--- config.mk ---
export PLATFORM = sky130hd
export DESIGN_NAME = psd_math
export DESIGN_NICKNAME = d
export VERILOG_FILES = /design/src/hdl/psd_pkg.sv /design/src/hdl/psd_math.sv
export SDC_FILE = /design/constraint.sdc
export NUM_CORES = 2
export LEC_CHECK = 0
export BUFFER_PORTS_ARGS = -buffer_cell sky130_fd_sc_hd__buf_2
export CORE_MARGIN = 2
export CORE_UTILIZATION = 66
export DETAILED_ROUTE_END_ITERATION = 7
export HOLD_SLACK_MARGIN = 0.06
export PLACE_DENSITY = 0.84
export SLEW_MARGIN = 20
export SYNTH_ARGS = -nofsm -noshare
export SYNTH_HDL_FRONTEND = slang
export SYNTH_SLANG_ARGS = --single-unit
export TNS_END_PERCENT = 1
--- constraint.sdc ---
create_clock -name clock -period 12.4 [get_ports clock]
set_input_delay 1.86 -clock clock [delete_from_list [all_inputs] [get_ports clock]]
set_output_delay 1.86 -clock clock [all_outputs]
set_load 0.005 [all_outputs]
--- src/hdl/psd_pkg.sv ---
// Shared types and constants for the PID step with settle detection.
package psd_pkg;

   localparam int ERR_W    = 24;   // error sample, signed Q16.8
   localparam int DIFF_W   = 25;   // error difference
   localparam int ACC_W    = 40;   // integral sum, signed Q32.8
   localparam int ACC_LO_W = 20;   // lower slice of the integral for the split multiply
   localparam int GAIN_W   = 16;   // gains, unsigned Q8.8
   localparam int BAND_W   = 23;   // gate and settle band
   localparam int MS_W     = 16;   // settle limit and timeout
   localparam int TIMER_W  = 17;   // settle and run timers
   localparam int DRIVE_W  = 16;   // drive, signed Q8.8
   localparam int SUM_W    = 58;   // full controller sum, Q.16
   localparam int FRAC_W   = 8;    // bits dropped from the sum
   localparam int CSR_IDX_W  = 3;
   localparam int CSR_DATA_W = 32;

   localparam logic signed [DRIVE_W-1:0] DRIVE_LIMIT = 16'sd25600;
   localparam logic [TIMER_W-1:0]        TIMER_MAX   = '1;

   typedef enum logic [CSR_IDX_W-1:0] {
      REG_GAIN_P        = 3'd0,
      REG_GAIN_I        = 3'd1,
      REG_GAIN_D        = 3'd2,
      REG_INTEGRAL_GATE = 3'd3,
      REG_SETTLE_BAND   = 3'd4,
      REG_SETTLE_LIMIT  = 3'd5,
      REG_TIMEOUT       = 3'd6
   } csr_idx_type;

   typedef struct packed {
      logic [GAIN_W-1:0] gain_p;
      logic [GAIN_W-1:0] gain_i;
      logic [GAIN_W-1:0] gain_d;
      logic [BAND_W-1:0] integral_gate;
      logic [BAND_W-1:0] settle_band;
      logic [MS_W-1:0]   settle_limit_ms;
      logic [MS_W-1:0]   timeout_ms;
   } cfg_type;

   // Front stage result handed to the arithmetic pipe
   typedef struct packed {
      logic signed [ERR_W-1:0]  error;
      logic signed [DIFF_W-1:0] diff;
      logic signed [ACC_W-1:0]  acc;
      logic                     settled;
   } front_data_type;

endpackage

--- src/hdl/psd_math.sv ---
// Gain multiplies, sum, floor and clamp; three register stages.
module psd_math (
   input  logic                            clock,
   input  logic                            reset,
   input  psd_pkg::cfg_type                cfg,
   input  logic                            in_valid,
   input  psd_pkg::front_data_type         in_data,
   output logic                            in_ready,
   output logic                            out_valid,
   output logic signed [psd_pkg::DRIVE_W-1:0] out_drive,
   output logic                            out_settled,
   input  logic                            out_ready
);
   import psd_pkg::*;

   localparam int PP_W = ERR_W + GAIN_W + 1;
   localparam int PD_W = DIFF_W + GAIN_W + 1;
   localparam int PL_W = ACC_LO_W + GAIN_W;
   localparam int PH_W = (ACC_W - ACC_LO_W) + GAIN_W + 1;

   // multiply stage
   logic                   mul_valid_ff;
   logic signed [PP_W-1:0] prod_p_ff, prod_p_in;
   logic signed [PD_W-1:0] prod_d_ff, prod_d_in;
   logic [PL_W-1:0]        prod_lo_ff, prod_lo_in;
   logic signed [PH_W-1:0] prod_hi_ff, prod_hi_in;
   logic                   mul_settled_ff;

   // sum stage
   logic                    sum_valid_ff;
   logic signed [SUM_W-1:0] sum_ff, sum_in;
   logic                    sum_settled_ff;

   // result register
   logic                      rsp_valid_ff;
   logic signed [DRIVE_W-1:0] drive_ff, drive_in;
   logic                      settled_ff;

   logic                    out_free, sum_free;
   logic signed [SUM_W-1:0] quot;

   assign out_free = !rsp_valid_ff || out_ready;
   assign sum_free = !sum_valid_ff || out_free;
   assign in_ready = !mul_valid_ff || sum_free;

   assign out_valid   = rsp_valid_ff;
   assign out_drive   = drive_ff;
   assign out_settled = settled_ff;

   always_comb begin
      prod_p_in  = $signed({1'b0, cfg.gain_p}) * in_data.error;
      prod_d_in  = $signed({1'b0, cfg.gain_d}) * in_data.diff;
      prod_lo_in = cfg.gain_i * in_data.acc[ACC_LO_W-1:0];
      prod_hi_in = $signed({1'b0, cfg.gain_i}) * $signed(in_data.acc[ACC_W-1:ACC_LO_W]);

      sum_in = SUM_W'(prod_p_ff) + SUM_W'(prod_d_ff)
             + SUM_W'($signed({1'b0, prod_lo_ff}))
             + SUM_W'($signed({prod_hi_ff, {ACC_LO_W{1'b0}}}));

      // floor toward minus infinity, then clamp
      quot = sum_ff >>> FRAC_W;
      if (quot > SUM_W'(DRIVE_LIMIT)) begin
         drive_in = DRIVE_LIMIT;
      end else if (quot < -SUM_W'(DRIVE_LIMIT)) begin
         drive_in = -DRIVE_LIMIT;
      end else begin
         drive_in = quot[DRIVE_W-1:0];
      end
   end

   always_ff @(posedge clock) begin
      if (reset) begin
         mul_valid_ff <= 1'b0;
         sum_valid_ff <= 1'b0;
         rsp_valid_ff <= 1'b0;
      end else begin
         if (in_ready) begin
            mul_valid_ff <= in_valid;
         end
         if (sum_free) begin
            sum_valid_ff <= mul_valid_ff;
         end
         if (out_free) begin
            rsp_valid_ff <= sum_valid_ff;
         end
      end
   end

   always_ff @(posedge clock) begin
      if (in_ready && in_valid) begin
         prod_p_ff      <= prod_p_in;
         prod_d_ff      <= prod_d_in;
         prod_lo_ff     <= prod_lo_in;
         prod_hi_ff     <= prod_hi_in;
         mul_settled_ff <= in_data.settled;
      end
      if (sum_free && mul_valid_ff) begin
         sum_ff         <= sum_in;
         sum_settled_ff <= mul_settled_ff;
      end
      if (out_free && sum_valid_ff) begin
         drive_ff   <= drive_in;
         settled_ff <= sum_settled_ff;
      end
   end

endmodule

# Word-level counts from Yosys, hierarchy flattened
# Cells that the tools add are included.
totals:
  regBits: 236
  in_bits: 220
  output_inout_bits: 19
  word_cells: 33
op_classes:
  n_addsub: 3
  mul: 4
  n_lt_le_gt_ge: 2
  mux: 1
  n_reduce_logical: 10
op_table:
  columns: ["op", "n"]
  rows:
  - ["adder 44 x 57 -> 58 bit", 1]
  - ["greater-than comparator 50 x 16 -> 1 bit (second input constant)", 1]
  - ["less-than comparator 50 x 16 -> 1 bit (second input constant)", 1]
  - ["adder 43 x 37 -> 44 bit", 1]
  - ["adder 41 x 42 -> 43 bit", 1]
  - ["multiplier 17 x 25 -> 42 bit", 1]
  - ["multiplier 17 x 24 -> 41 bit", 1]
  - ["multiplier 17 x 20 -> 37 bit", 1]
  - ["multiplier 16 x 20 -> 36 bit", 1]
  - ["two-way mux 16 bit", 1]
  - ["logical AND 1 bit", 3]
  - ["logical NOT 1 bit", 3]
  - ["logical OR 1 bit", 3]
  - ["OR reduction 2 bit", 1]

# Longest topological paths before layout
logic_depth:
  depth_word: 5
  depth_mapped: 26
  depth_no_buf: 24

# Least setup slack after synthesis
# OpenSTA, ideal clock, no wires.
synth_timing:
  path_type: "input to register"
  from: "in out_ready"
  to: "reg mul_settled_ff (enable)"
  setup_time_ns: 0.768
  t_arrival_ns: 9.772
  t_required_ns: 11.632
  setup_slack_ns: 1.860
  stages: 2
  path_buffers: 0
  cell_sequence: "nor2b_1 -> a31oi_1"
synth_between:
  elab_chain_cells: 4
synth_rtl:
  columns: ["element", "line_no", "source"]
  rows:
  - ["start, declared", "psd_math.sv:12", "input logic out_ready"]
  - ["logical OR 1 bit", "psd_math.sv:42", "assign out_free = !rsp_valid_ff || out_ready;"]
  - ["logical OR 1 bit", "psd_math.sv:43", "assign sum_free = !sum_valid_ff || out_free;"]
  - ["logical OR 1 bit", "psd_math.sv:44", "assign in_ready = !mul_valid_ff || sum_free;"]
  - ["logical AND 1 bit", "psd_math.sv:90", "if (in_ready && in_valid) begin"]
  - ["end signal, assigned", "psd_math.sv:95", "mul_settled_ff <= in_data.settled;"]
  - ["end, declared", "psd_math.sv:27", "logic mul_settled_ff;"]
# No other way between the ends.
# A chain may end at the register's enable or synchronous reset.

# Worst setup path after layout
layout_timing:
  from: "in cfg[96] (netlist bit)"
  to: "reg prod_lo_ff[33], data pin"
layout_between:
  elab_chain_cells: 1
layout_rtl:
  columns: ["element", "line_no", "source"]
  rows:
  - ["start, declared", "psd_math.sv:5", "input psd_pkg::cfg_type cfg,"]
  - ["multiplier 16 x 20 -> 36 bit", "psd_math.sv:53", "prod_lo_in = cfg.gain_i * in_data.acc[ACC_LO_W-1:0];"]
  - ["named net prod_lo_in[33]", "psd_math.sv:25", "logic [PL_W-1:0] prod_lo_ff, prod_lo_in;"]
  - ["end signal, assigned", "psd_math.sv:93", "prod_lo_ff <= prod_lo_in;"]
  - ["end, declared", "psd_math.sv:25", null]
# The timed path passes the listed nets, and every way through them passes these cells.

==> out/metrics.yaml <==
clock_network:
  holdBufCountCts: 0
  cts_root_buffer: "clkbuf_16"
  htree_levels: 1
  clockBufferDepth: 3
  clkLatencyLatePin_ns: 0.55
  numCtsBuffers: 26
  cts_tree: "built"
  ctsResizeCount: 0
  cts_sinks: 228
  clk_pin_slew_ns: 0.06
  post-cts-setup-buffer-count: 0
setup_path:
  worstPathMaxFanout: 40
  worstSetupEndpointType: "flip-flop"
  cpPeakStageDelay_ns: 0.72
  crit_arrival_ns: 8.92
  cp_data_required_time_ns: 12.74
  crit_path_start_kind: "input pin"
  critical_path_class: "in -> reg"
  r2r.worst_path.cells: 10
  cp_common_cell: "fa_1"
  crit_slowest_cell: "buf_2"
  crit_path_cell_trace: "buf_2 > nand2_1 > fa_1 > fa_1 > fa_1 > inv_1 > fa_1 > fa_1 > inv_1 > fa_1 > inv_1 > ha_1 > o21a_1 > o2111ai_1 > o211ai_1 > a311o_1 > a211oi_1 > o31ai_1 > nor3_1 > o21bai_1 > a21oi_1 > xnor2_1"
sta:
  timing.slew.headroom_pct: 27.0
  final.setup_skew_ns: 0.0223
  whs_ns: 0.427
  setup_violations: 0
  layout_setup_ws_ns: 3.82
  finalCriticalPeriod_ns: 8.58
  post-route-period-util_pct: 69.2
  rsz0062_at_grt: "false"
  tightest_slew_ns: 1.09
  fin_tns_setup_ns: 0
  max_freq_mhz: 117
  hold_viol_final: 0
  slew_viol_final: 0
placement:
  dpl.hpwl_mm: 115
  portBuffers: 160
  place_area_um2: 63900
  gp_congestion: 0.892
  pre_cts_ws_ns: 3.43
drt:
  wl_per_cell_um: 18.3
  drc: 0
  via_count: 44600
  wl_mm: 142
  ant_nets: 0
  dr.pass1.iters: 6
  viasPerCell: 5.73
  drt_iter0_markers: 3190
status:
  outcome: "finished, final reports clean"
yosys:
  syn_inst: 6540
  async_reset_ff_share_pct: 0
  synthFlopType: "edfxtp_1"
  ys_types: 77
  yosysWarnings: 0
  synth_top_area_share_pct: 45.3
  syn_nets: 8670
  syn_area_per_cell_um2: 9.53
  yosys-top-cells-count: "inv_1 (1591), fa_1 (1411), nand2_1 (914)"
  yosysTopAreaCell: "fa_1"
  yosysMostFrequentCell: "inv_1"
  postSynthRegisterBits: 228
  synth_edf_count: 225
  synth_seq_area_share_pct: 10.9
  netlist_area_um2: 62300
  synth_area_leaders: "fa_1 (45%), edfxtp_1 (11%), ha_1 (10%)"
global_routing:
  grt_max_degree: 84
  gr-total-overflow: 0
  grtUsageTotal_pct: 30.9
  grt_pass1_vias: 49300
  antenna_found_initial: 7
  grt_pass1_wl_mm: 243
floorplan:
  rows: 112
  start_util_pct: 66.7
  die_y_um: 311
  dieArea_um2: 96900
  core_um2: 93500
  pin_count: 239
  die_x_um: 311
final_layout:
  final_area_um2: 64700
  synthToLayoutAreaGrowth_pct: 3.81
  drive_above_1_share_pct: 3.50
  fillers: 6891
  final_nets: 8627
run:
  maxCapViolCount: 0
hold_path:
  hp-class: "reg -> reg"
  min_path_cells: 0
==> cells in the final DEF, fill, tap and decap left out, drive strengths merged, types with 6 or more instances in the layout <==
master	count
ha	499
a221oi	8
fa	1411
inv	1593
and2	614
o21a	35
nand4	34
a21oi	155
o21ai	66
o211ai	12
clkbuf	30
a211o	7
o31ai	10
or3	7
a311oi	6
a31oi	20
o311ai	6
a21o	91
nor3	36
nand2	914
nor2	124
o21bai	23
nor4	15
nor2b	27
a211oi	19
and3	16
buf	167
nand2b	21
nand3	40
xor2	53
edfxtp	225
clkinv	13
xnor2	136
==> kinds of logic after synthesis <==
kind of cell / synth area share [%]
adder cells (fa/ha/maj): 55.3
AND/OR/NAND/NOR: 14.5
buffers and inverters: 11.0
AO/OA/AOI/OAI: 5.52
flip-flops: 10.9
XOR/XNOR: 2.66
multiplexers: 0.0482
==> metal layers <==
metal | track usage, % | up-vias | wire length [µm]
met3 | 5.46 | 383 | 12800
met1 | 41.1 | 22700 | 54900
met5 | 0 | - | 26
met4 | 9.79 | 4 | 4910
met2 | 52.0 | 2011 | 69600
li1 | - | 19500 | -
==> final cells by class <==
cell class / instances / area [µm²] / area share [%]
Inverter: 1592 / 5980 / 9.23
Antenna cell: 4 / 10.0 / 0.0155
Sequential cell: 228 / 6820 / 10.5
Clock buffer: 30 / 687 / 1.06
Tap cell: 1254 / 1570 / 2.42
Timing Repair Buffer: 167 / 853 / 1.32
Clock inverter: 17 / 126 / 0.195
Multi-Input combinational cell: 4482 / 48700 / 75.2
==> through the flow <==
step | cells | utilization, %
final | 7774 | 69.2
after floorplan | 6540 | -
after detailed placement | 7723 | 68.4
after global placement | 7723 | 68.4
after CTS | 7770 | 69.2
after global routing | 7773 | 69.2
==> worst max-delay path: cells and delay by family <==
kind / cells / cell delay [ns]
xor gates and xnor gates: 1 / 0.28
and+or+nand+nor: 2 / 0.36
buffers and inverters: 4 / 0.86
adders and majority gates: 7 / 3.45
AOI/OAI and AO/OA: 8 / 2.05
==> flip-flops by register name, summed over array words and instances, names as in the netlist <==
register and cells:
sum_ff 50, prod_hi_ff 37, prod_d_ff 42, prod_p_ff 41
out_valid 1, out_settled 1, sum_valid_ff 1, sum_settled_ff 1
prod_lo_ff 36, out_drive 16, mul_settled_ff 1, mul_valid_ff 1
==> worst paths after layout <==
path | startpoint | slack (ns) | end
hold reg to reg | mul_settled_ff | 0.43 | sum_settled_ff
setup reg to reg | prod_d_ff[41] | 7.91 | sum_ff[57]
hold / removal | mul_settled_ff | 0.43 | sum_settled_ff
setup / recovery | cfg[96] | 3.82 | prod_lo_ff[33]
Power is left out: the tool's default activity adds up to more than one toggle a clock period on the data nets, which glitch-free logic cannot reach.
