`config.mk`:
```
export PLATFORM = sky130hd
export DESIGN_NAME = psd_front
export DESIGN_NICKNAME = d
export VERILOG_FILES = /design/src/hdl/psd_pkg.sv /design/src/hdl/psd_front.sv
export SDC_FILE = /design/constraint.sdc
export NUM_CORES = 1
export LEC_CHECK = 0
export BUFFER_PORTS_ARGS = -buffer_cell sky130_fd_sc_hd__buf_2
export CAP_MARGIN = 30
export CORE_MARGIN = 2
export CORE_UTILIZATION = 53
export CTS_BUF_LIST = sky130_fd_sc_hd__clkbuf_2
export CTS_CLUSTER_SIZE = 10
export DETAILED_ROUTE_END_ITERATION = 6
export PLACE_DENSITY_LB_ADDON = 0.12
export RECOVER_POWER = 100
export SLEW_MARGIN = 20
export SYNTH_ARGS = -nofsm -noshare
export SYNTH_HDL_FRONTEND = slang
export SYNTH_SLANG_ARGS = --single-unit
```
`constraint.sdc`:
```
create_clock -name clock -period 4.6 [get_ports clock]
set_clock_uncertainty 0.15 [all_clocks]
set_input_delay 0.23 -clock clock [delete_from_list [all_inputs] [get_ports clock]]
set_output_delay 0.23 -clock clock [all_outputs]
set_load 0.005 [all_outputs]
```
`src/hdl/psd_pkg.sv`:
```
// Shared types and constants for the PID step with settle detection.
package psd_pkg;

   localparam int ERR_W    = 24;   // error sample, signed Q16.8
   localparam int DIFF_W   = 25;   // error difference
   localparam int ACC_W    = 40;   // integral sum, signed Q32.8
   localparam int ACC_LO_W = 20;   // lower slice of the integral for the split multiply
   localparam int GAIN_W   = 16;   // gains, unsigned Q8.8
   localparam int BAND_W   = 23;   // gate and settle band
   localparam int MS_W     = 16;   // settle limit and timeout
   localparam int TIMER_W  = 17;   // settle and run timers
   localparam int DRIVE_W  = 16;   // drive, signed Q8.8
   localparam int SUM_W    = 58;   // full controller sum, Q.16
   localparam int FRAC_W   = 8;    // bits dropped from the sum
   localparam int CSR_IDX_W  = 3;
   localparam int CSR_DATA_W = 32;

   localparam logic signed [DRIVE_W-1:0] DRIVE_LIMIT = 16'sd25600;
   localparam logic [TIMER_W-1:0]        TIMER_MAX   = '1;

   typedef enum logic [CSR_IDX_W-1:0] {
      REG_GAIN_P        = 3'd0,
      REG_GAIN_I        = 3'd1,
      REG_GAIN_D        = 3'd2,
      REG_INTEGRAL_GATE = 3'd3,
      REG_SETTLE_BAND   = 3'd4,
      REG_SETTLE_LIMIT  = 3'd5,
      REG_TIMEOUT       = 3'd6
   } csr_idx_type;

   typedef struct packed {
      logic [GAIN_W-1:0] gain_p;
      logic [GAIN_W-1:0] gain_i;
      logic [GAIN_W-1:0] gain_d;
      logic [BAND_W-1:0] integral_gate;
      logic [BAND_W-1:0] settle_band;
      logic [MS_W-1:0]   settle_limit_ms;
      logic [MS_W-1:0]   timeout_ms;
   } cfg_type;

   // Front stage result handed to the arithmetic pipe
   typedef struct packed {
      logic signed [ERR_W-1:0]  error;
      logic signed [DIFF_W-1:0] diff;
      logic signed [ACC_W-1:0]  acc;
      logic                     settled;
   } front_data_type;

endpackage

```
`src/hdl/psd_front.sv`:
```
// Controller state update and first pipeline register.
module psd_front #(
   parameter int TICK_MS = 10
) (
   input  logic                           clock,
   input  logic                           reset,
   input  psd_pkg::cfg_type               cfg,
   input  logic                           in_valid,
   input  logic signed [psd_pkg::ERR_W-1:0] error_in,
   input  logic                           clear,
   output logic                           in_ready,
   output logic                           out_valid,
   output psd_pkg::front_data_type        out_data,
   input  logic                           out_ready
);
   import psd_pkg::*;

   localparam logic [TIMER_W:0] TICK = (TIMER_W+1)'(TICK_MS);

   logic signed [ACC_W-1:0] acc_ff, acc_in;
   logic signed [ERR_W-1:0] last_ff, last_in;
   logic [TIMER_W-1:0]      settle_t_ff, settle_t_in;
   logic [TIMER_W-1:0]      run_t_ff, run_t_in;
   logic                    valid_ff;
   front_data_type          data_ff, data_in;

   logic                    accept;
   logic signed [ACC_W-1:0] acc_base;
   logic signed [ERR_W-1:0] last_base;
   logic [TIMER_W-1:0]      settle_base, run_base;
   logic [ERR_W-1:0]        mag;
   logic [ACC_W:0]          acc_sum;
   logic [TIMER_W:0]        settle_sum, run_sum;
   logic                    crossing;

   assign in_ready  = !valid_ff || out_ready;
   assign accept    = in_valid && in_ready;
   assign out_valid = valid_ff;
   assign out_data  = data_ff;

   always_comb begin
      acc_base    = clear ? '0 : acc_ff;
      last_base   = clear ? '0 : last_ff;
      settle_base = clear ? '0 : settle_t_ff;
      run_base    = clear ? '0 : run_t_ff;

      mag = error_in[ERR_W-1] ? ERR_W'(-error_in) : ERR_W'(error_in);

      // gated accumulate, saturating on overflow of the 40-bit integral
      acc_sum = {acc_base[ACC_W-1], acc_base}
              + {{(ACC_W+1-ERR_W){error_in[ERR_W-1]}}, error_in};
      acc_in  = acc_base;
      if (mag < {1'b0, cfg.integral_gate}) begin
         if (acc_sum[ACC_W] != acc_sum[ACC_W-1]) begin
            acc_in = acc_sum[ACC_W] ? {1'b1, {(ACC_W-1){1'b0}}}
                                    : {1'b0, {(ACC_W-1){1'b1}}};
         end else begin
            acc_in = acc_sum[ACC_W-1:0];
         end
      end

      // sign change against previous sample; zero is no crossing
      crossing = (!error_in[ERR_W-1] && (error_in != '0) && last_base[ERR_W-1]) ||
                 (error_in[ERR_W-1] && !last_base[ERR_W-1] && (last_base != '0));
      if (crossing) begin
         acc_in = '0;
      end

      last_in = error_in;

      settle_sum = {1'b0, settle_base} + TICK;
      run_sum    = {1'b0, run_base} + TICK;
      if (mag < {1'b0, cfg.settle_band}) begin
         settle_t_in = (settle_sum > {1'b0, TIMER_MAX}) ? TIMER_MAX
                                                        : settle_sum[TIMER_W-1:0];
      end else begin
         settle_t_in = '0;
      end
      run_t_in = (run_sum > {1'b0, TIMER_MAX}) ? TIMER_MAX : run_sum[TIMER_W-1:0];

      data_in.error   = error_in;
      data_in.diff    = {error_in[ERR_W-1], error_in} - {last_base[ERR_W-1], last_base};
      data_in.acc     = acc_in;
      data_in.settled = (settle_t_in > {1'b0, cfg.settle_limit_ms}) ||
                        ((cfg.timeout_ms != '0) && (run_t_in > {1'b0, cfg.timeout_ms}));
   end

   always_ff @(posedge clock) begin
      if (reset) begin
         acc_ff      <= '0;
         last_ff     <= '0;
         settle_t_ff <= '0;
         run_t_ff    <= '0;
         valid_ff    <= 1'b0;
      end else begin
         if (in_ready) begin
            valid_ff <= in_valid;
         end
         if (accept) begin
            acc_ff      <= acc_in;
            last_ff     <= last_in;
            settle_t_ff <= settle_t_in;
            run_t_ff    <= run_t_in;
         end
      end
   end

   always_ff @(posedge clock) begin
      if (accept) begin
         data_ff <= data_in;
      end
   end

endmodule

```
## Yosys cells after proc, flatten, opt, wreduce, memory -nomap -nowiden

Cells that the tools add are included.

- Flip-flop bits (word level): 189
- Output and inout port bits: 92

- Add/subtract/negate cells: 5
- Order comparisons: 6
- Equal/unequal tests: 1
- Multiplexer cells: 12
- Reductions and logical operators: 15

Operators by type and width:

| kind | number |
|---|---|
| 2-to-1 mux 40 bit | 5 |
| 2-to-1 mux 17 bit | 5 |
| < comparator 24 x 23 -> 1 bit | 2 |
| 2-to-1 mux 24 bit | 2 |
| nonzero test 24 bit | 2 |
| adder 40 x 24 -> 41 bit | 1 |
| adder 17 x 4 -> 18 bit, second input constant | 2 |
| greater-than comparator 18 x 17 -> 1 bit, second input constant | 2 |
| greater-than comparator 17 x 16 -> 1 bit | 2 |
| subtractor 24 x 24 -> 25 bit | 1 |
| negation 24 bit | 1 |
| nonzero test 16 bit | 1 |
| logical AND 1 bit | 6 |
| logical NOT 1 bit | 3 |
| logical OR 1 bit | 3 |
| inequality test 1 bit | 1 |

## Depth between registers and ports, before layout

Gate-level depths: netlist of run 1.

- Depth after elaboration: 7
- Depth in mapped cells: 26
- Depth with buffers taken out: 24

## Worst setup path after synthesis of run 1

OpenSTA, ideal clock, no wires.

- Kind: input to register
- From: input port error_in[10] in the netlist's numbering
- To: register data_ff (netlist bit out_data[0]) (data pin)
- Setup time: 266 ps
- Arrival: 4635 ps
- Data required time: 4184 ps
- Setup slack: -451 ps
- Stages: 25
- Buffers on the path: 2
- Cells stage by stage: or4_4 > or3_1 > o31ai_1 > xnor2_1 > ha_1 > a21o_1 > a21o_1 > a21oi_1 > nor2b_1 > o21ai_0 > a31oi_1 > o21ai_0 > clkbuf_1 > buf_1 > a21oi_1 > ha_1 > nor2b_1 > o21a_1 > o21a_1 > o211ai_1 > a21oi_1 > nor4_1 > o31ai_1 > a21oi_1 > o211ai_1

RTL lines:

| element | RTL line | text |
|---|---|---|
| from (decl) | psd_front.sv:9 | `input logic signed [psd_pkg::ERR_W-1:0] error_in,` |
| to (signal assigned) | psd_front.sv:110 | `data_ff <= data_in;` |
| to (decl) | psd_front.sv:25 | `front_data_type data_ff, data_in;` |

==> results of run 1 <==
-- final cells by class --
class | count | area (sq um)
flip-flops and latches | 189 | 4680
clock inverters | 13 | 124
inverters | 107 | 407
clock buffers | 19 | 95.1
repair buffers | 350 | 2190
well taps | 335 | 419
diodes | 1 | 2.50
multi-input cells | 1304 | 8800
fillers | 2308 | 9260
-- registers in the layout (all words and copies together), names as in the netlist --
register and cells:
out_valid 1, settle_t_ff 17, run_t_ff 17, last_ff 24, out_data 90, acc_ff 40
-- worst paths after layout --
kind / from / cells after the start / slack, ns / end
worst max-delay path: error_in[5] / 23 / 0.17 / out_data[0]
worst max register to register: run_t_ff[1] / 16 / 0.38 / out_data[0]
worst min-delay path: cfg[28] / 6 / 0.05 / out_data[0]
worst min register to register: acc_ff[36] / 2 / 0.32 / acc_ff[36]
-- worst min-delay path, stage by stage --
cell      delay, ns
buf_2          0.10
inv_1          0.04
ha_1           0.22
nand3_1        0.09
nor4_1         0.07
o211ai_1       0.14
-- through the flow --
step,setup slack (ns),instance area (sq um)
after global routing,-0.0474,16700
after detailed placement,-0.497,16000
after floorplan,-0.194,14100
after global placement,-0.438,16000
final,0.168,16700
after CTS,0.0196,16600
-- cell usage in the layout, fill, tap and decap left out, drive strengths merged, types with 40 or more instances in the layout --
cell	count
inv	114
edfxtp	90
a21o	40
nor2	130
buf	242
nand3	40
nor2b	69
a21oi	111
ha	143
clkbuf	83
o21ai	100
dfxtp	99
xnor2	62
nand2	217
-- what timing repair did --
item	4_1_cts	5_1_grt
endpoints found under the hold margin	167	12
setup buffers	0	1
setup endpoints to repair	0	1
resized for setup	0	37
hold buffers	38	6
-- cell families after synthesis --
kind of cell / Yosys count
and+or+nand+nor: 606
AOI/OAI and AO/OA: 456
DFF: 189
buffers and inverters: 181
adders and majority gates: 145
xor gates and xnor gates: 93
muxes: 4
-- power by group through the flow --
| stage | clock, mW | combinational, mW | sequential [mW] |
|---|---|---|---|
| global route | 0.906 | 1.75 | 2.06 |
| CTS | 0.846 | 1.57 | 2.04 |
| global placement | 0 | 1.51 | 2.07 |
| floorplan | 0 | 0.954 | 2.08 |
| detailed placement | 0 | 1.54 | 2.07 |
| finish | 0.827 | 1.59 | 2.04 |
-- routing by layer --
| layer | up-vias | routed length, um | global-route usage |
|---|---|---|---|
| li1 | 6664 | - | - |
| met1 | 6367 | 17600 | 0.373 |
| met5 | - | 0 | 0 |
| met4 | 0 | 1320 | 0.0963 |
| met3 | 88 | 2680 | 0.0447 |
| met2 | 489 | 19000 | 0.481 |
==> out/qor.csv, run 1 <==
metric;value;unit
status;finished with violations;
failing checks;max-capacitance violations, max-slew violations;
Yosys Warn Count;0;
PD cells;266;mW/mm^2
layout cells sized above 1;0.170;
initial drt markers;1044;
root buf cell;clkbuf_2;
Synth area leaders;edfxtp_1 19%, dfxtp_1 14%, ha_1 13%;
critical path arrival;4.93;ns
effective utilization at floorplan;0.540;
Critical Path Max Stage Delay;0.55;ns
final hold violation count;0;
top-count cell post-synth;nand2_1;
synth cell count leaders;217 x nand2_1, 143 x ha_1, 127 x nor2_1;
die area;0.0278;sq mm
synthesized flop and latch total;189;
drt wl/cell;17.5;um
Skew-Pair Late Insertion Delay;0.80;ns
Post-Synth Adder-Cell Area;0.130;
synthesized area;0.0140;sq mm
mux cell area share after synthesis;0.00321;
Crit path required time;5.10;ns
first-pass GRT wire length;64500;um
register share of total power;0.458;
Die X;167;um
Worst-Margin Slew;2.05;ns
hold_ws;0.0466;ns
core area;0.0260;sq mm
TritonCTS buffer count;17;
part of the cycle the worst path needs;0.963;
Worst path slowest cell;dlygate4sd3_1;
P_leak;7.38;nW
I/O pin total;247;
P_int;2.82;mW
Final GP Congestion;0.939;
Buffers & Inverters on Critical Path;5;
worst vdd ir;0.146;mV
Port Buf Inserts;198;
DR pass1 iterations;7;
Yosys top cell by area;edfxtp_1;
HPWL Detailed;30400;um
TritonCTS clock tree;done;
DR vias/cell;5.87;
sequential fraction of the synthesis area;0.334;
CP top delay family;compound AO/OA/AOI/OAI gates;
CP startpoint kind;input port;
Clock Power Share;0.186;
critical path class;input port to register;
post-synthesis cell type count;84;
largest net degree at the start of global routing;91;
number of remaining DRC errors;0;
worst hold-check path type;input port to register;
Core Util, Final;0.644;
maximum buffer depth of the clock tree;2;
via count;13608;
Yosys top cell area share;0.193;
row cnt;59;
asr flop ratio synth;0;
Routed WL;40600;um
overall routing resource usage;0.285;
Post-synth EDFFs;90;
setup total negative slack;0;ns
sw power;1.63;mW
Die Y;167;um
Inst Count DP;2246;
CP Capture Type;register;
main flop type after synthesis;dfxtp_1;
total grt overflow;0;
CTS clk-pin slew, worst paths;0.29;ns
post-layout min period;4.43;ns
largest family of logic cells by synthesized area;compound AO/OA/AOI/OAI gates;
Non-Filler Instances;2318;
# H-tree levels;4;
synthesized area per cell;8.38;sq um
simple logic cell fraction of the synthesized area;0.207;
Nets;2269;
Tot Pwr;4.45;mW
Routed Antenna Nets;0;
Relative slew margins;-0.365;
vias in the first global route;12734;
critical-path cell list;dlygate4sd3_1 -> buf_2 -> buf_4 -> nand4b_1 -> buf_6 -> or3_4 -> o41ai_4 -> xnor2_2 -> ha_1 -> a211oi_2 -> o21ai_4 -> buf_6 -> or2_2 -> ha_1 -> nor2b_1 -> o21a_1 -> o21a_1 -> o211ai_1 -> a21oi_1 -> nor4_1 -> o31ai_1 -> a21oi_1 -> o211ai_1;
CP Max Fanout;7;
fmax;0.226;GHz
max-slew violations;86;
final setup violation count;0;
Synth Area in XOR/XNOR;0.0581;
combinational share of power;0.356;
complex-gate fraction of the synthesized area;0.216;
syn_nets;1974;
Max Cap Viol;2;
Clock Sinks;189;
initial antenna violation count;1;
area grow syn2layout;19.3;%
Sw Share;0.367;
Post-Syn Instances;1674;
Power figures use the tool's default switching activity.
==> run 2: changes to the inputs <==
--- a/config.mk
+++ b/config.mk
@@ -9,7 +9,7 @@
 export CAP_MARGIN = 30
 export CORE_MARGIN = 2
 export CORE_UTILIZATION = 53
-export CTS_BUF_LIST = sky130_fd_sc_hd__clkbuf_2
+export CTS_BUF_LIST = sky130_fd_sc_hd__clkbuf_4
 export CTS_CLUSTER_SIZE = 10
 export DETAILED_ROUTE_END_ITERATION = 6
 export PLACE_DENSITY_LB_ADDON = 0.12
==> run 2 against run 1 <==
Compared with the run above: the flow still finishes with violations (max-capacitance violations, max-slew violations); critical path depth rose by 2; hold slack improved by 0.0022 ns; register-to-register slack improved by 0.04 ns; flip-flop and latch count did not move; via count fell by 0.68%; power rose by 1.7%; die area did not move; sequential power barely moved; utilization fell by 0.37 points; critical path type unchanged; largest power group unchanged; highest routed layer is now met5.
==> out/qor.csv, run 2 (synthesis gave the netlist of run 1 again) <==
metric;value;unit
post-layout min period;4.44;ns
fmax;0.225;GHz
Core Util, Final;0.640;
DR vias/cell;5.86;
commonest non-fill, non-tap cell in the layout;nand2_1;
Final GP Congestion;0.939;
Routed WL;40800;um
first-pass GRT wire length;64600;um
Critical Path Max Stage Delay;0.53;ns
drt wl/cell;17.7;um
max reg flops;90;
DR pass1 iterations;7;
Skew-Pair Late Insertion Delay;0.59;ns
most frequent cells in the layout;216 x nand2_1, 152 x buf_2, 143 x ha_1;
number of remaining DRC errors;0;
Critical Path Stages;25;
CP Capture Type;register;
initial drt markers;1006;
TritonCTS buffer count;17;
Routed Antenna Nets;0;
root buf cell;clkbuf_4;
overall routing resource usage;0.285;
Relative slew margins;-0.384;
max-slew violations;135;
die area;0.0278;sq mm
CTS clk-pin slew, worst paths;0.17;ns
CP startpoint kind;input port;
row cnt;59;
core area;0.0260;sq mm
Port Buf Inserts;198;
Die Y;167;um
Max Cap Viol;2;
hold_ws;0.0488;ns
worst hold-check path type;input port to register;
# H-tree levels;4;
Reg2Reg Depth;16;
P_leak;7.33;nW
initial antenna violation count;2;
crit path to;out_data[0];
total grt overflow;0;
critical path arrival;4.63;ns
via count;13516;
Clock Sinks;189;
fillers;2308;
Die X;167;um
largest net degree at the start of global routing;91;
part of the cycle the worst path needs;0.965;
I/O pin total;247;
Worst-Margin Slew;2.08;ns
vias in the first global route;12728;
Crit Reg-Reg Startpoint;run_t_ff[1];
Inst Count DP;2246;
PD cells;272;mW/mm^2
final worst slack;0.162;ns
CP Max Fanout;4;
Non-Filler Instances;2308;
maximum buffer depth of the clock tree;2;
worst vdd ir;0.148;mV
critical path class;input port to register;
Worst path slowest cell;dlygate4sd3_1;
Hold Startpoint;cfg[31];
Crit path required time;4.79;ns
status;finished with violations;
Buffers & Inverters on Critical Path;3;
TritonCTS clock tree;done;
final setup violation count;0;
failing checks;max-capacitance violations, max-slew violations;
pre-CTS WS;-0.497;ns
final hold violation count;0;
flop2flop setup slack;0.42;ns
area grow syn2layout;18.6;%
Critical Path Source;error_in[17];
Nets;2259;
layout cells sized above 1;0.175;
effective utilization at floorplan;0.540;
CP top delay family;compound AO/OA/AOI/OAI gates;
RR Endpoint;out_data[0];
HPWL Detailed;30400;um
==> run 2: changes by cell type in the layout (fill, tap and decap cells not counted), moves of 3 or more <==
cell,previous run,this run
buf_2,146,152
clkbuf_4,1,21
clkbuf_2,20,3
dlygate4sd3_1,38,23
dlymetal6s4s_1,6,3
==> run 2: worst reg2reg max path: stages, from the launching register on <==
cell	delay, ns
dfxtp_1	0.36
nor2b_1	0.22
ha_1	0.26
nor2_1	0.08
nor3_1	0.38
and4_1	0.32
nand4_1	0.26
buf_4	0.25
o21ai_0	0.14
ha_1	0.19
nand4_1	0.16
nor4_1	0.32
nand4_1	0.17
nand2_1	0.11
o211ai_1	0.12
o21ai_0	0.33
o211ai_1	0.14
==> run 2: layout make-up <==
| cell class | count | area, sq um | area share |
|---|---|---|---|
| multi-input cells | 1304 | 8810 | 0.530 |
| clock buffers | 19 | 143 | 0.00858 |
| repair buffers | 340 | 2040 | 0.123 |
| flip-flops and latches | 189 | 4680 | 0.282 |
| inverters | 107 | 405 | 0.0244 |
| well taps | 335 | 419 | 0.0252 |
| diodes | 1 | 2.50 | 0.000150 |
| clock inverters | 13 | 124 | 0.00745 |
==> run 2: per-stage QoR <==
step	power [mW]	instance area [sq um]	TNS, ns
floorplan	3.03	14100	-0.194
global placement	3.58	16000	-0.438
detailed placement	3.61	16000	-0.674
CTS	4.52	16600	0
global route	4.79	16600	-0.0491
finish	4.53	16600	0
==> run 2: repair_timing <==
action                     4_1_cts  5_1_grt
gates resized for setup          0       35
hold buffers                    26        1
hold endpoints to repair        50        2
setup endpoints to repair        0        1
setup buffers                    0        5
==> run 2: layer usage <==
metal / vias to the layer above / wire length, um / GRT usage
met3: 97 / 2700 / 0.0461
met4: 2 / 1220 / 0.103
met2: 497 / 19100 / 0.478
met5: - / 13 / 0
met1: 6283 / 17700 / 0.373
li1: 6637 / - / -
==> run 2: worst min-delay path by stage <==
stage | cells after the start | slack, ns | to
2_1_floorplan | 0 | 0.18 | out_data[66]
3_3_place_gp | 2 | 0.27 | acc_ff[35]
3_5_place_dp | 2 | 0.28 | acc_ff[34]
4_1_cts | 5 | 0.02 | out_data[0]
5_1_grt | 2 | 0.06 | out_data[81]
6_report | 5 | 0.05 | out_data[0]
==> run 2: where the power goes <==
group          internal (mW)  switching [mW]  leakage, nW  total (mW)
Combinational          0.673           0.913         5.49        1.59
Clock                  0.251           0.653        0.147       0.903
Sequential              1.97          0.0695         1.69        2.04
