$ cat src/hdl/psd_pkg.sv
// Shared types and constants for the PID step with settle detection.
package psd_pkg;

   localparam int ERR_W    = 24;   // error sample, signed Q16.8
   localparam int DIFF_W   = 25;   // error difference
   localparam int ACC_W    = 40;   // integral sum, signed Q32.8
   localparam int ACC_LO_W = 20;   // lower slice of the integral for the split multiply
   localparam int GAIN_W   = 16;   // gains, unsigned Q8.8
   localparam int BAND_W   = 23;   // gate and settle band
   localparam int MS_W     = 16;   // settle limit and timeout
   localparam int TIMER_W  = 17;   // settle and run timers
   localparam int DRIVE_W  = 16;   // drive, signed Q8.8
   localparam int SUM_W    = 58;   // full controller sum, Q.16
   localparam int FRAC_W   = 8;    // bits dropped from the sum
   localparam int CSR_IDX_W  = 3;
   localparam int CSR_DATA_W = 32;

   localparam logic signed [DRIVE_W-1:0] DRIVE_LIMIT = 16'sd25600;
   localparam logic [TIMER_W-1:0]        TIMER_MAX   = '1;

   typedef enum logic [CSR_IDX_W-1:0] {
      REG_GAIN_P        = 3'd0,
      REG_GAIN_I        = 3'd1,
      REG_GAIN_D        = 3'd2,
      REG_INTEGRAL_GATE = 3'd3,
      REG_SETTLE_BAND   = 3'd4,
      REG_SETTLE_LIMIT  = 3'd5,
      REG_TIMEOUT       = 3'd6
   } csr_idx_type;

   typedef struct packed {
      logic [GAIN_W-1:0] gain_p;
      logic [GAIN_W-1:0] gain_i;
      logic [GAIN_W-1:0] gain_d;
      logic [BAND_W-1:0] integral_gate;
      logic [BAND_W-1:0] settle_band;
      logic [MS_W-1:0]   settle_limit_ms;
      logic [MS_W-1:0]   timeout_ms;
   } cfg_type;

   // Front stage result handed to the arithmetic pipe
   typedef struct packed {
      logic signed [ERR_W-1:0]  error;
      logic signed [DIFF_W-1:0] diff;
      logic signed [ACC_W-1:0]  acc;
      logic                     settled;
   } front_data_type;

endpackage

$ cat src/hdl/psd_csr.sv
// Configuration register bank.
module psd_csr (
   input  logic                          clock,
   input  logic                          reset,
   input  logic                          wr_valid,
   input  logic [psd_pkg::CSR_IDX_W-1:0]  wr_index,
   input  logic [psd_pkg::CSR_DATA_W-1:0] wr_data,
   output logic                          wr_ready,
   output psd_pkg::cfg_type              cfg
);
   import psd_pkg::*;

   cfg_type cfg_ff, cfg_in;

   assign wr_ready = 1'b1;
   assign cfg      = cfg_ff;

   always_comb begin
      cfg_in = cfg_ff;
      if (wr_valid) begin
         case (wr_index)
            REG_GAIN_P:        cfg_in.gain_p          = wr_data[GAIN_W-1:0];
            REG_GAIN_I:        cfg_in.gain_i          = wr_data[GAIN_W-1:0];
            REG_GAIN_D:        cfg_in.gain_d          = wr_data[GAIN_W-1:0];
            REG_INTEGRAL_GATE: cfg_in.integral_gate   = wr_data[BAND_W-1:0];
            REG_SETTLE_BAND:   cfg_in.settle_band     = wr_data[BAND_W-1:0];
            REG_SETTLE_LIMIT:  cfg_in.settle_limit_ms = wr_data[MS_W-1:0];
            REG_TIMEOUT:       cfg_in.timeout_ms      = wr_data[MS_W-1:0];
            default:           cfg_in = cfg_ff;   // unmapped index, dropped
         endcase
      end
   end

   always_ff @(posedge clock) begin
      if (reset) begin
         cfg_ff <= '0;
      end else begin
         cfg_ff <= cfg_in;
      end
   end

endmodule

$ cat config.mk
export PLATFORM = sky130hd
export DESIGN_NAME = psd_csr
export DESIGN_NICKNAME = d
export VERILOG_FILES = /design/src/hdl/psd_pkg.sv /design/src/hdl/psd_csr.sv
export SDC_FILE = /design/constraint.sdc
export NUM_CORES = 1
export LEC_CHECK = 0
export ABC_CLOCK_PERIOD_IN_PS = 1500
export BUFFER_PORTS_ARGS = -buffer_cell sky130_fd_sc_hd__buf_4
export CAP_MARGIN = 10
export CORE_UTILIZATION = 30
export DETAILED_ROUTE_END_ITERATION = 8
export PLACE_DENSITY = 0.52
export RECOVER_POWER = 25
export SETUP_SLACK_MARGIN = 0.02
export SLEW_MARGIN = 25
export SYNTH_ARGS = -nofsm -noshare
export SYNTH_HDL_FRONTEND = slang
export SYNTH_SLANG_ARGS = --single-unit
$ cat constraint.sdc
create_clock -name clock -period 1.5 [get_ports clock]
set_input_delay 0.075 -clock clock [delete_from_list [all_inputs] [get_ports clock]]
set_output_delay 0.075 -clock clock [all_outputs]
set_load 0.02 [all_outputs]
Yosys cells after proc, flatten, opt, wreduce, memory -nomap -nowiden
Cells that the tools add are included.
- equal/unequal tests: 6
- reduce and logical (&&, ||, !) cells: 8
- operators with widths (operator ; number):
    2-bit AND reduction ; 7
    3-bit == test (second input constant) ; 3
    3-bit by 2-bit == test with 1-bit output (second input constant) ; 2
    3-bit by 1-bit == test with 1-bit output (second input constant) ; 1
    3-bit logical NOT ; 1
- register bits after elaboration: 126
- bits of input ports: 38
- output and inout bits: 127
- word-level logic and storage cells: 21

Longest topological paths before layout
Gate-level depths: netlist (run 1).
- depth in word-level cells: 2
- depth in mapped cells: 4

Worst setup path before layout (run 1)
Ideal clock, no wire load.
- kind: input-to-reg
- start point: input wr_index[0] in the netlist's numbering
- end point: register cfg_ff (netlist bit cfg[125])
- setup time: 0.125 ns
- arrival time: 1.012 ns
- required time: 1.375 ns
- setup slack: 0.362 ns
- cell stages on the path: 4
- cells stage by stage: or4b_1 -> buf_4 -> buf_6 -> mux2i_1
- word-level cells in the longest chain between the ends: 2
- ends and longest elaborated chain (what ; line ; text):
    from (decl) ; psd_csr.sv:6 ; input logic [psd_pkg::CSR_IDX_W-1:0] wr_index,
    3-bit logical NOT ; psd_csr.sv:21 ; case (wr_index)
    2-bit AND reduction (no line) ; n/a ;
    to (signal assigned) ; psd_csr.sv:38 ; cfg_ff <= cfg_in;
    to (decl) ; psd_csr.sv:13 ; cfg_type cfg_ff, cfg_in;
No other way between the ends.
A chain may end at the register's enable or synchronous reset.

==> results of run 1 <==
==> cell families (layout without fill, tap and decap cells) <==
kind of cell | count (synthesis) | in the layout | synth area share (%)
multiplexers | 126 | 126 | 25.5
buffers and inverters | 32 | 207 | 3.08
other | 1 | 1 | 0.0757
AND/OR/NAND/NOR | 157 | 157 | 20.4
flip-flops | 126 | 126 | 50.9
==> through the flow <==
stage               setup slack [ns]  util [%]  instance area [um^2]
finish                         0.446      43.9                  7030
global route                   0.290      43.9                  7030
CTS                            0.470      44.0                  7040
detailed placement             0.226      39.8                  6360
global placement               0.229      39.8                  6360
floorplan                      0.362         -                  4950
==> critical path, cell delays in order <==
cell and delay, ns:
clkbuf_2 0.57, nand2b_1 0.52, mux2i_1 0.15
==> routing by layer <==
layer  vias to the layer above  global-route usage, %
li1                       1788                      -
met1                      1770                   20.3
met2                        92                   27.6
met3                        14                   6.03
met4                         0                   6.69
met5                         -                      0
==> where the power goes <==
| part | switching, mW | internal (mW) |
|---|---|---|
| registers | 0.0422 | 3.42 |
| clock network | 1.45 | 2.78 |
| logic | 0.341 | 0.305 |
==> layout make-up <==
type,instances,share of cell area (%)
Clock buffer,26,7.10
Clock inverter,6,1.49
Timing Repair Buffer,175,19.0
Multi-Input combinational cell,284,32.7
Sequential cell,126,35.9
Tap cell,216,3.84
==> synth_stat cells <==
| library cell | instances | area share (%) |
|---|---|---|
| nand4b_1 | 3 | 0.53 |
| or4b_1 | 1 | 0.20 |
| buf_6 | 1 | 0.23 |
| buf_4 | 3 | 0.45 |
| and4b_1 | 1 | 0.20 |
| dfxtp_1 | 126 | 51 |
| nor4bb_1 | 1 | 0.20 |
| clkbuf_1 | 17 | 1.3 |
| buf_2 | 11 | 1.1 |
| nand2b_1 | 149 | 19 |
| conb_1 | 1 | 0.076 |
| nand4bb_1 | 2 | 0.45 |
| mux2i_1 | 126 | 25 |
==> repair_timing <==
item,4_1_cts,5_1_grt
buffers inserted,0,0
gates resized for setup,0,0
endpoints found under the hold margin,14,0
hold buffers,7,0
==> worst min-delay path by stage <==
stage               to  cells after the start
4_1_cts        cfg[78]                      3
5_1_grt        cfg[16]                      3
3_5_place_dp   cfg[50]                      3
6_report       cfg[55]                      3
2_1_floorplan  cfg[54]                      2
3_3_place_gp   cfg[52]                      3
==> metrics.cfg, run 1 <==
[clock_tree]
cts_sinks = 126
cts_root_buf = clkbuf_16
clk_latency_ns = 0.40
h-tree-depth = 4
path_clk_slew_ns = 0.06
cts_tree = built
cts_made_buffers = 17
cts_max_path_buffers = 2

[route]
drt-met1-wl_um = 6090
drc_errors = 0
via_count = 3664
viasPerCell = 4.40
dr.max_layer_used = met4
dr.pass1.iters = 4
wirelength_um = 13600
drt_iter0_markers = 142
wl_met3_um = 830
ant_nets = 0
routedWlPerCell_um = 16.3
met2RoutedLength_um = 6520

[finish]
final_nets = 642
diodes = 0
mostFrequentLayoutCell = buf_4
stdcell_count = 833
fillers = 1570
layout.area.seq_um2 = 2520
multiInputGateArea_um2 = 2300
largest_reg_flops = 126
drive_gt1_share_pct = 31.9
final_cell_mix = buf_4, nand2b_1, mux2i_1, dfxtp_1, clkbuf_16
syn_to_final_growth_pct = 42.0

[power_and_ir_drop]
vdd_drop_max_mv = 0.756
total_power_mw = 8.34
p_per_area_nw_per_um2 = 1190
p_leak_nw = 3.51

[place]
io_buffer_count = 154
dp.cells = 794
gp_congestion = 0.709
hpwlAfterDp_um = 9320

[synth]
yosys_warnings = 0
ys_ff_latch = 126
syn_inst = 442
ys_types = 13
syn_nets = 480
synth-seq-area-share_pct = 50.9
netlist_area_um2 = 4950
synth.avg_cell_area_um2 = 11.2

[sta]
relSlewSlack_pct = 49.7
slew_violations = 0
hold_violations = 0
hold-worst-slack_ns = 0.117
skew_ns = 0
worst_pin_slew_ns = 0.754
clock.fmax_mhz = 949
finalCriticalPeriod_ns = 1.05
finalSetupViolCount = 0
tns_ns = 0
grt_setup_unrepaired = no
fin_crit_sh_pct = 70.3

[die]
start_util_pct = 30.9
io_pins = 165
coreArea_um2 = 16000
die_h_um = 130
die_x_um = 130
rows = 46
die_area_um2 = 17000

[grt]
grt_antenna_before_repair = 0
grt-ovfl-total = 0
grt_first_pass_wirelength_um = 20900
grt_pass1_vias = 3794
track_usage_pct = 16.9
grt_max_degree = 51

[flow_run]
cap_violations = 0

[outcome]
status = finished clean

[worst_setup_path]
critPathKind = input port to flip-flop
end_kind = flip-flop
rr_startpoint = cfg[118]
r2r_end = cfg[118]
worst_setup_path_start_kind = input port
critPathMaxFanout = 50
timing.critical_path.from = reset
reg2reg_depth = 2
endpoint = cfg[88]
r2r_slack_ns = 0.87
critPathRequiredTime_ns = 1.77
arrival_ns = 1.33

[min_path]
hp-class = input port to flip-flop
hold_start = wr_data[0]

Note: power is estimated with default switching activity, not from simulation.
==> run 2, diff against run 1 <==
ABC_CLOCK_PERIOD_IN_PS = 1000   (was 1500)
clock period = 1 ns   (was 1.5 ns; I/O delays follow)
==> run 2 against run 1 <==
Against the previous run:
- flip-flop and latch count unchanged
- utilization increased by 2.5 points
- non-clock buffer count increased by 7
- critical path depth decreased by 2
- critical path type is now flip-flop to primary output
- highest routed layer unchanged
- count of clock-buffer cells in the layout decreased by 4
- critical endpoint is now cfg[33]
- combinational power increased by 64%
- first-iteration DRC count increased by 39%
- clock power increased by 57%
- sequential share of layout area decreased by 0.87 points
==> metrics.cfg, run 2 (same netlist as run 1, synthesis figures left out) <==
[outcome]
status = finished clean

[finish]
multiInputGateArea_um2 = 2300
fillers = 1560
drive_gt1_share_pct = 43.4
layout.area.seq_um2 = 2600
syn_to_final_growth_pct = 50.2
mostFrequentLayoutCell = nand2b_1
diodes = 0
largest_reg_flops = 126
final_nets = 649
fin_area_um2 = 7440
final_cell_mix = nand2b_1, mux2i_1, buf_4

[sta]
relSlewSlack_pct = 56.1
finalCriticalPeriod_ns = 0.957
slew_violations = 0
hold_violations = 0
finalSetupViolCount = 0
grt_setup_unrepaired = no
skew_ns = 0
fin_crit_sh_pct = 95.7
worst_pin_slew_ns = 0.659
clock.fmax_mhz = 1050

[worst_setup_path]
cp_top_family = flip-flops
worst-path-buf-inv = 1
reg2reg_depth = 2
arrival_ns = 0.91
max_stage_delay_ns = 0.36
critPathMaxFanout = 2
critPathRequiredTime_ns = 0.95
rr_startpoint = cfg[17]
worst_path_max_delay_cell = dfxtp_1
critPathKind = flip-flop to primary output
worst_setup_path_start_kind = flip-flop
crit_chain = buf_6
r2r_slack_ns = 0.37
path_depth = 1
r2r_end = cfg[17]
end_kind = primary output

[route]
drc_errors = 0
routedWlPerCell_um = 16.5
wirelength_um = 13800
via_count = 3686
drt_iter0_markers = 197
ant_nets = 0
viasPerCell = 4.39
dr.pass1.iters = 4

[clock_tree]
cts_root_buf = clkbuf_16
clk_latency_ns = 0.41
cts_made_buffers = 17
cts_sinks = 126
post_cts_buffers = 0
h-tree-depth = 4
path_clk_slew_ns = 0.06
cts_max_path_buffers = 2
cts_tree = built

[min_path]
hp-class = input port to flip-flop
holdPathStages = 4
hold_start = wr_data[4]
worstHoldEndpoint = cfg[4]

[grt]
grt_antenna_before_repair = 0
grt_first_pass_wirelength_um = 20900
grt_pass1_vias = 3803
grt_max_degree = 58
track_usage_pct = 16.8
grt-ovfl-total = 0

[power_and_ir_drop]
power_frac_comb_pct = 8.2
clkPwrFrac_pct = 51.5
vdd_drop_max_mv = 1.18
p_per_area_nw_per_um2 = 1740
p_int_mw = 10.1
switching_share_pct = 21.9
total_power_mw = 12.9
p_leak_nw = 3.65
power.switching_mw = 2.83
p_seq_share_pct = 40.4

[die]
rows = 46
die_x_um = 130
coreArea_um2 = 16000
die_h_um = 130
die_area_um2 = 17000
start_util_pct = 30.9
io_pins = 165

[place]
hpwlAfterDp_um = 9750
io_buffer_count = 154
placed_cell_area_um2 = 6570
gp_congestion = 0.700

[flow_run]
cap_violations = 0

## run 2: cell types whose count changed in the layout (fill, tap and decap cells not counted), moves of 9 or more
| cell | delta |
|---|---|
| dfxtp_1 | -64 |
| dfxtp_2 | +64 |
| buf_4 | -42 |
| buf_6 | +35 |
| buf_12 | +9 |
## run 2: how the worst max path moves through the flow
stage | from | endpoint | slack, ns
detailed placement | wr_index[1] | cfg[115] | -0.23
CTS | cfg[86] | cfg[86] | 0.02
global route | cfg[33] | cfg[33] | 0.005
floorplan | wr_index[0] | cfg[125] | -0.09
global placement | wr_index[0] | cfg[122] | -0.20
finish | cfg[33] | cfg[33] | 0.04
## run 2: power by group through the flow
| stage | logic [mW] | registers (mW) | clock network [mW] |
|---|---|---|---|
| finish | 1.06 | 5.22 | 6.66 |
| global route | 1.13 | 5.23 | 7.01 |
| CTS | 1.07 | 5.21 | 6.82 |
| detailed placement | 1.05 | 5.31 | 0 |
| global placement | 1.03 | 5.31 | 0 |
| floorplan | 0.406 | 5.43 | 0 |
## run 2: area by class of cell
cell class              count  share of cell area (%)
clock buffers              22                    6.51
clock inverters            10                    2.14
well taps                 216                    3.63
flip-flops and latches    126                    35.0
multi-input cells         284                    30.9
repair buffers            182                    21.8
## run 2: repair_timing
item                                    CTS  global route
gates resized for setup                  36            67
hold endpoints to repair                 14             0
endpoints found under the setup margin   34            51
hold buffers                              7             0
## run 2: per-layer routing
metal	wire length, um	GRT usage [%]	up-vias
met1	6100	20.2	1757
met2	6650	27.7	101
met3	823	5.42	19
li1	-	-	1809
met4	268	7.23	0
met5	0	0	-
## run 2: stage by stage
step | util (%) | instances | setup TNS (ns) | worst slack [ns] | hold slack [ns]
after floorplan | - | 442 | -0.892 | -0.0892 | 0.226
after global placement | 41.1 | 801 | -11.50 | -0.202 | 0.337
after detailed placement | 41.1 | 801 | -13.43 | -0.229 | 0.354
after CTS | 45.9 | 840 | 0 | 0.0205 | 0.0579
after global routing | 46.5 | 840 | 0 | 0.00470 | 0.0773
final | 46.5 | 840 | 0 | 0.0435 | 0.0799
==> run 3, diff against run 2 <==
CORE_UTILIZATION = 50   (was 30)
PLACE_DENSITY = 0.79   (was 0.52)
==> run 3 against run 2 <==
Against the previous run:
- the flow now finishes with violations (negative setup slack)
- sequential power about the same
- largest cell class unchanged
- fmax is 8.6% lower
- cell area is 12% higher
- register-to-register slack worse by 0.28 ns
- via count grew 17%
- clock power decreased by 3.5%
- count of clock-buffer cells in the layout fell by 4
- setup slack got worse by 0.090 ns
- critical path type unchanged
- first-iteration DRC count down 28%
- flip-flop and latch count unchanged
==> metrics.cfg, run 3 (same netlist as run 1, synthesis figures left out) <==
[sta]
finalCriticalPeriod_ns = 1.05
skew_ns = 0
finalSetupViolCount = 125
grt_setup_unrepaired = yes
hold-worst-slack_ns = 0.00924
fin_crit_sh_pct = 105
hold_violations = 0
tns_ns = -2.47
timing.final.ws_setup_ns = -0.0465
worst_pin_slew_ns = 0.512
clock.fmax_mhz = 956
slew_violations = 0
relSlewSlack_pct = 65.8

[worst_setup_path]
critPathMaxFanout = 2
r2r_end = cfg[57]
arrival_ns = 1.00
rr_startpoint = cfg[57]
cp_top_family = flip-flops
worst_path_max_delay_cell = dfxtp_2
worst-path-buf-inv = 1
r2r_slack_ns = 0.09
critPathRequiredTime_ns = 0.95
worst_setup_path_start_kind = flip-flop
critPathKind = flip-flop to primary output
max_stage_delay_ns = 0.36
crit_chain = buf_6
reg2reg_depth = 4
end_kind = primary output

[clock_tree]
clk_latency_ns = 0.51
cts_made_buffers = 17
cts_max_path_buffers = 2
cts_root_buf = clkbuf_8
h-tree-depth = 4
path_clk_slew_ns = 0.06
cts_tree = built
cts_sinks = 126

[grt]
grt-ovfl-total = 0
grt_max_degree = 45
grt_pass1_vias = 4313
grt_first_pass_wirelength_um = 22500
track_usage_pct = 29.5
grt_antenna_before_repair = 0

[finish]
final_cell_mix = nand2b_1, mux2i_1, buf_6
diodes = 0
mostFrequentLayoutCell = nand2b_1
fin_util_pct = 88.6
syn_to_final_growth_pct = 68.5
stdcell_count = 836
layout.area.seq_um2 = 2680
fillers = 411
multiInputGateArea_um2 = 2300
final_nets = 732
drive_gt1_share_pct = 58.3
largest_reg_flops = 126

[die]
die_h_um = 102
rows = 35
die_x_um = 102
start_util_pct = 52.6
coreArea_um2 = 9420
io_pins = 165
die_area_um2 = 10300

[flow_run]
cap_violations = 0

[route]
routedWlPerCell_um = 19.8
drt_iter0_markers = 142
wirelength_um = 16600
drc_errors = 0
viasPerCell = 5.14
ant_nets = 0
via_count = 4297
dr.pass1.iters = 5

[power_and_ir_drop]
vdd_drop_max_mv = 1.34
p_per_area_nw_per_um2 = 1550
p_leak_nw = 4.17
total_power_mw = 12.9

[place]
hpwlAfterDp_um = 8710
dp.cells = 721
io_buffer_count = 154
gp_congestion = 0.876

[min_path]
holdPathStages = 3
hold_start = wr_data[15]
worstHoldEndpoint = cfg[47]
hp-class = input port to flip-flop

[outcome]
status = complete, but fails checks
violations = negative setup slack

-- run 3: changes by cell type in the layout (fill, tap and decap cells not counted), moves of 2 or more --
cell           previous run  this run
buf_6                    35       126
clkbuf_8                  4         1
dfxtp_1                  62         1
clkinv_4                  1         3
dfxtp_2                  64       125
buf_12                   10         8
clkbuf_2                  4         0
dlygate4sd3_1             7        12
buf_4                   123       119
clkbuf_1                  3         1
-- run 3: metal layers --
| layer | share of wire [%] | up-vias | GRT usage, % |
|---|---|---|---|
| li1 | - | 1970 | - |
| met1 | 39 | 2132 | 32.5 |
| met2 | 54 | 153 | 52.7 |
| met3 | 4.2 | 42 | 7.25 |
| met4 | 3.2 | 0 | 14.6 |
| met5 | 0 | - | 0 |
-- run 3: cell type report --
class / instances / share of cell area [%]
clock inverters: 14 / 2.31
flip-flops and latches: 126 / 32.1
clock buffers: 18 / 5.01
well taps: 129 / 1.93
repair buffers: 265 / 31.1
multi-input cells: 284 / 27.6
-- run 3: how the worst max path moves through the flow --
stage,start,to,slack [ns],depth (start not counted)
5_1_grt,cfg[49],cfg[49],-0.07,1
2_1_floorplan,wr_index[0],cfg[125],-0.09,4
4_1_cts,cfg[119],cfg[119],-0.05,1
3_5_place_dp,wr_index[0],cfg[123],-0.21,3
3_3_place_gp,wr_index[0],cfg[122],-0.18,3
6_report,cfg[40],cfg[40],-0.05,1
-- run 3: worst reg2reg max path: cells and delay by family (launching register included) --
family	cells	cell delay, ns
multiplexers	1	0.22
flip-flops	1	0.33
buffers and inverters	2	0.19
AND/OR/NAND/NOR	1	0.07
-- run 3: power breakdown --
part | internal (mW) | switching, mW
logic | 0.670 | 0.582
clock network | 4.05 | 2.37
registers | 5.15 | 0.0925
-- run 3: metrics by stage --
step,setup WS (ns),cell area (um^2)
after global routing,-0.0740,8340
after detailed placement,-0.213,6450
after CTS,-0.0501,8070
final,-0.0465,8340
after global placement,-0.184,6450
after floorplan,-0.0892,4960
-- run 3: timing repair --
| item | 4_1_cts | 5_1_grt |
|---|---|---|
| buffers inserted | 35 | 36 |
| endpoints found under the setup margin | 126 | 126 |
| hold endpoints to repair | 47 | 0 |
| hold buffers | 12 | 0 |
| gates resized for setup | 252 | 0 |
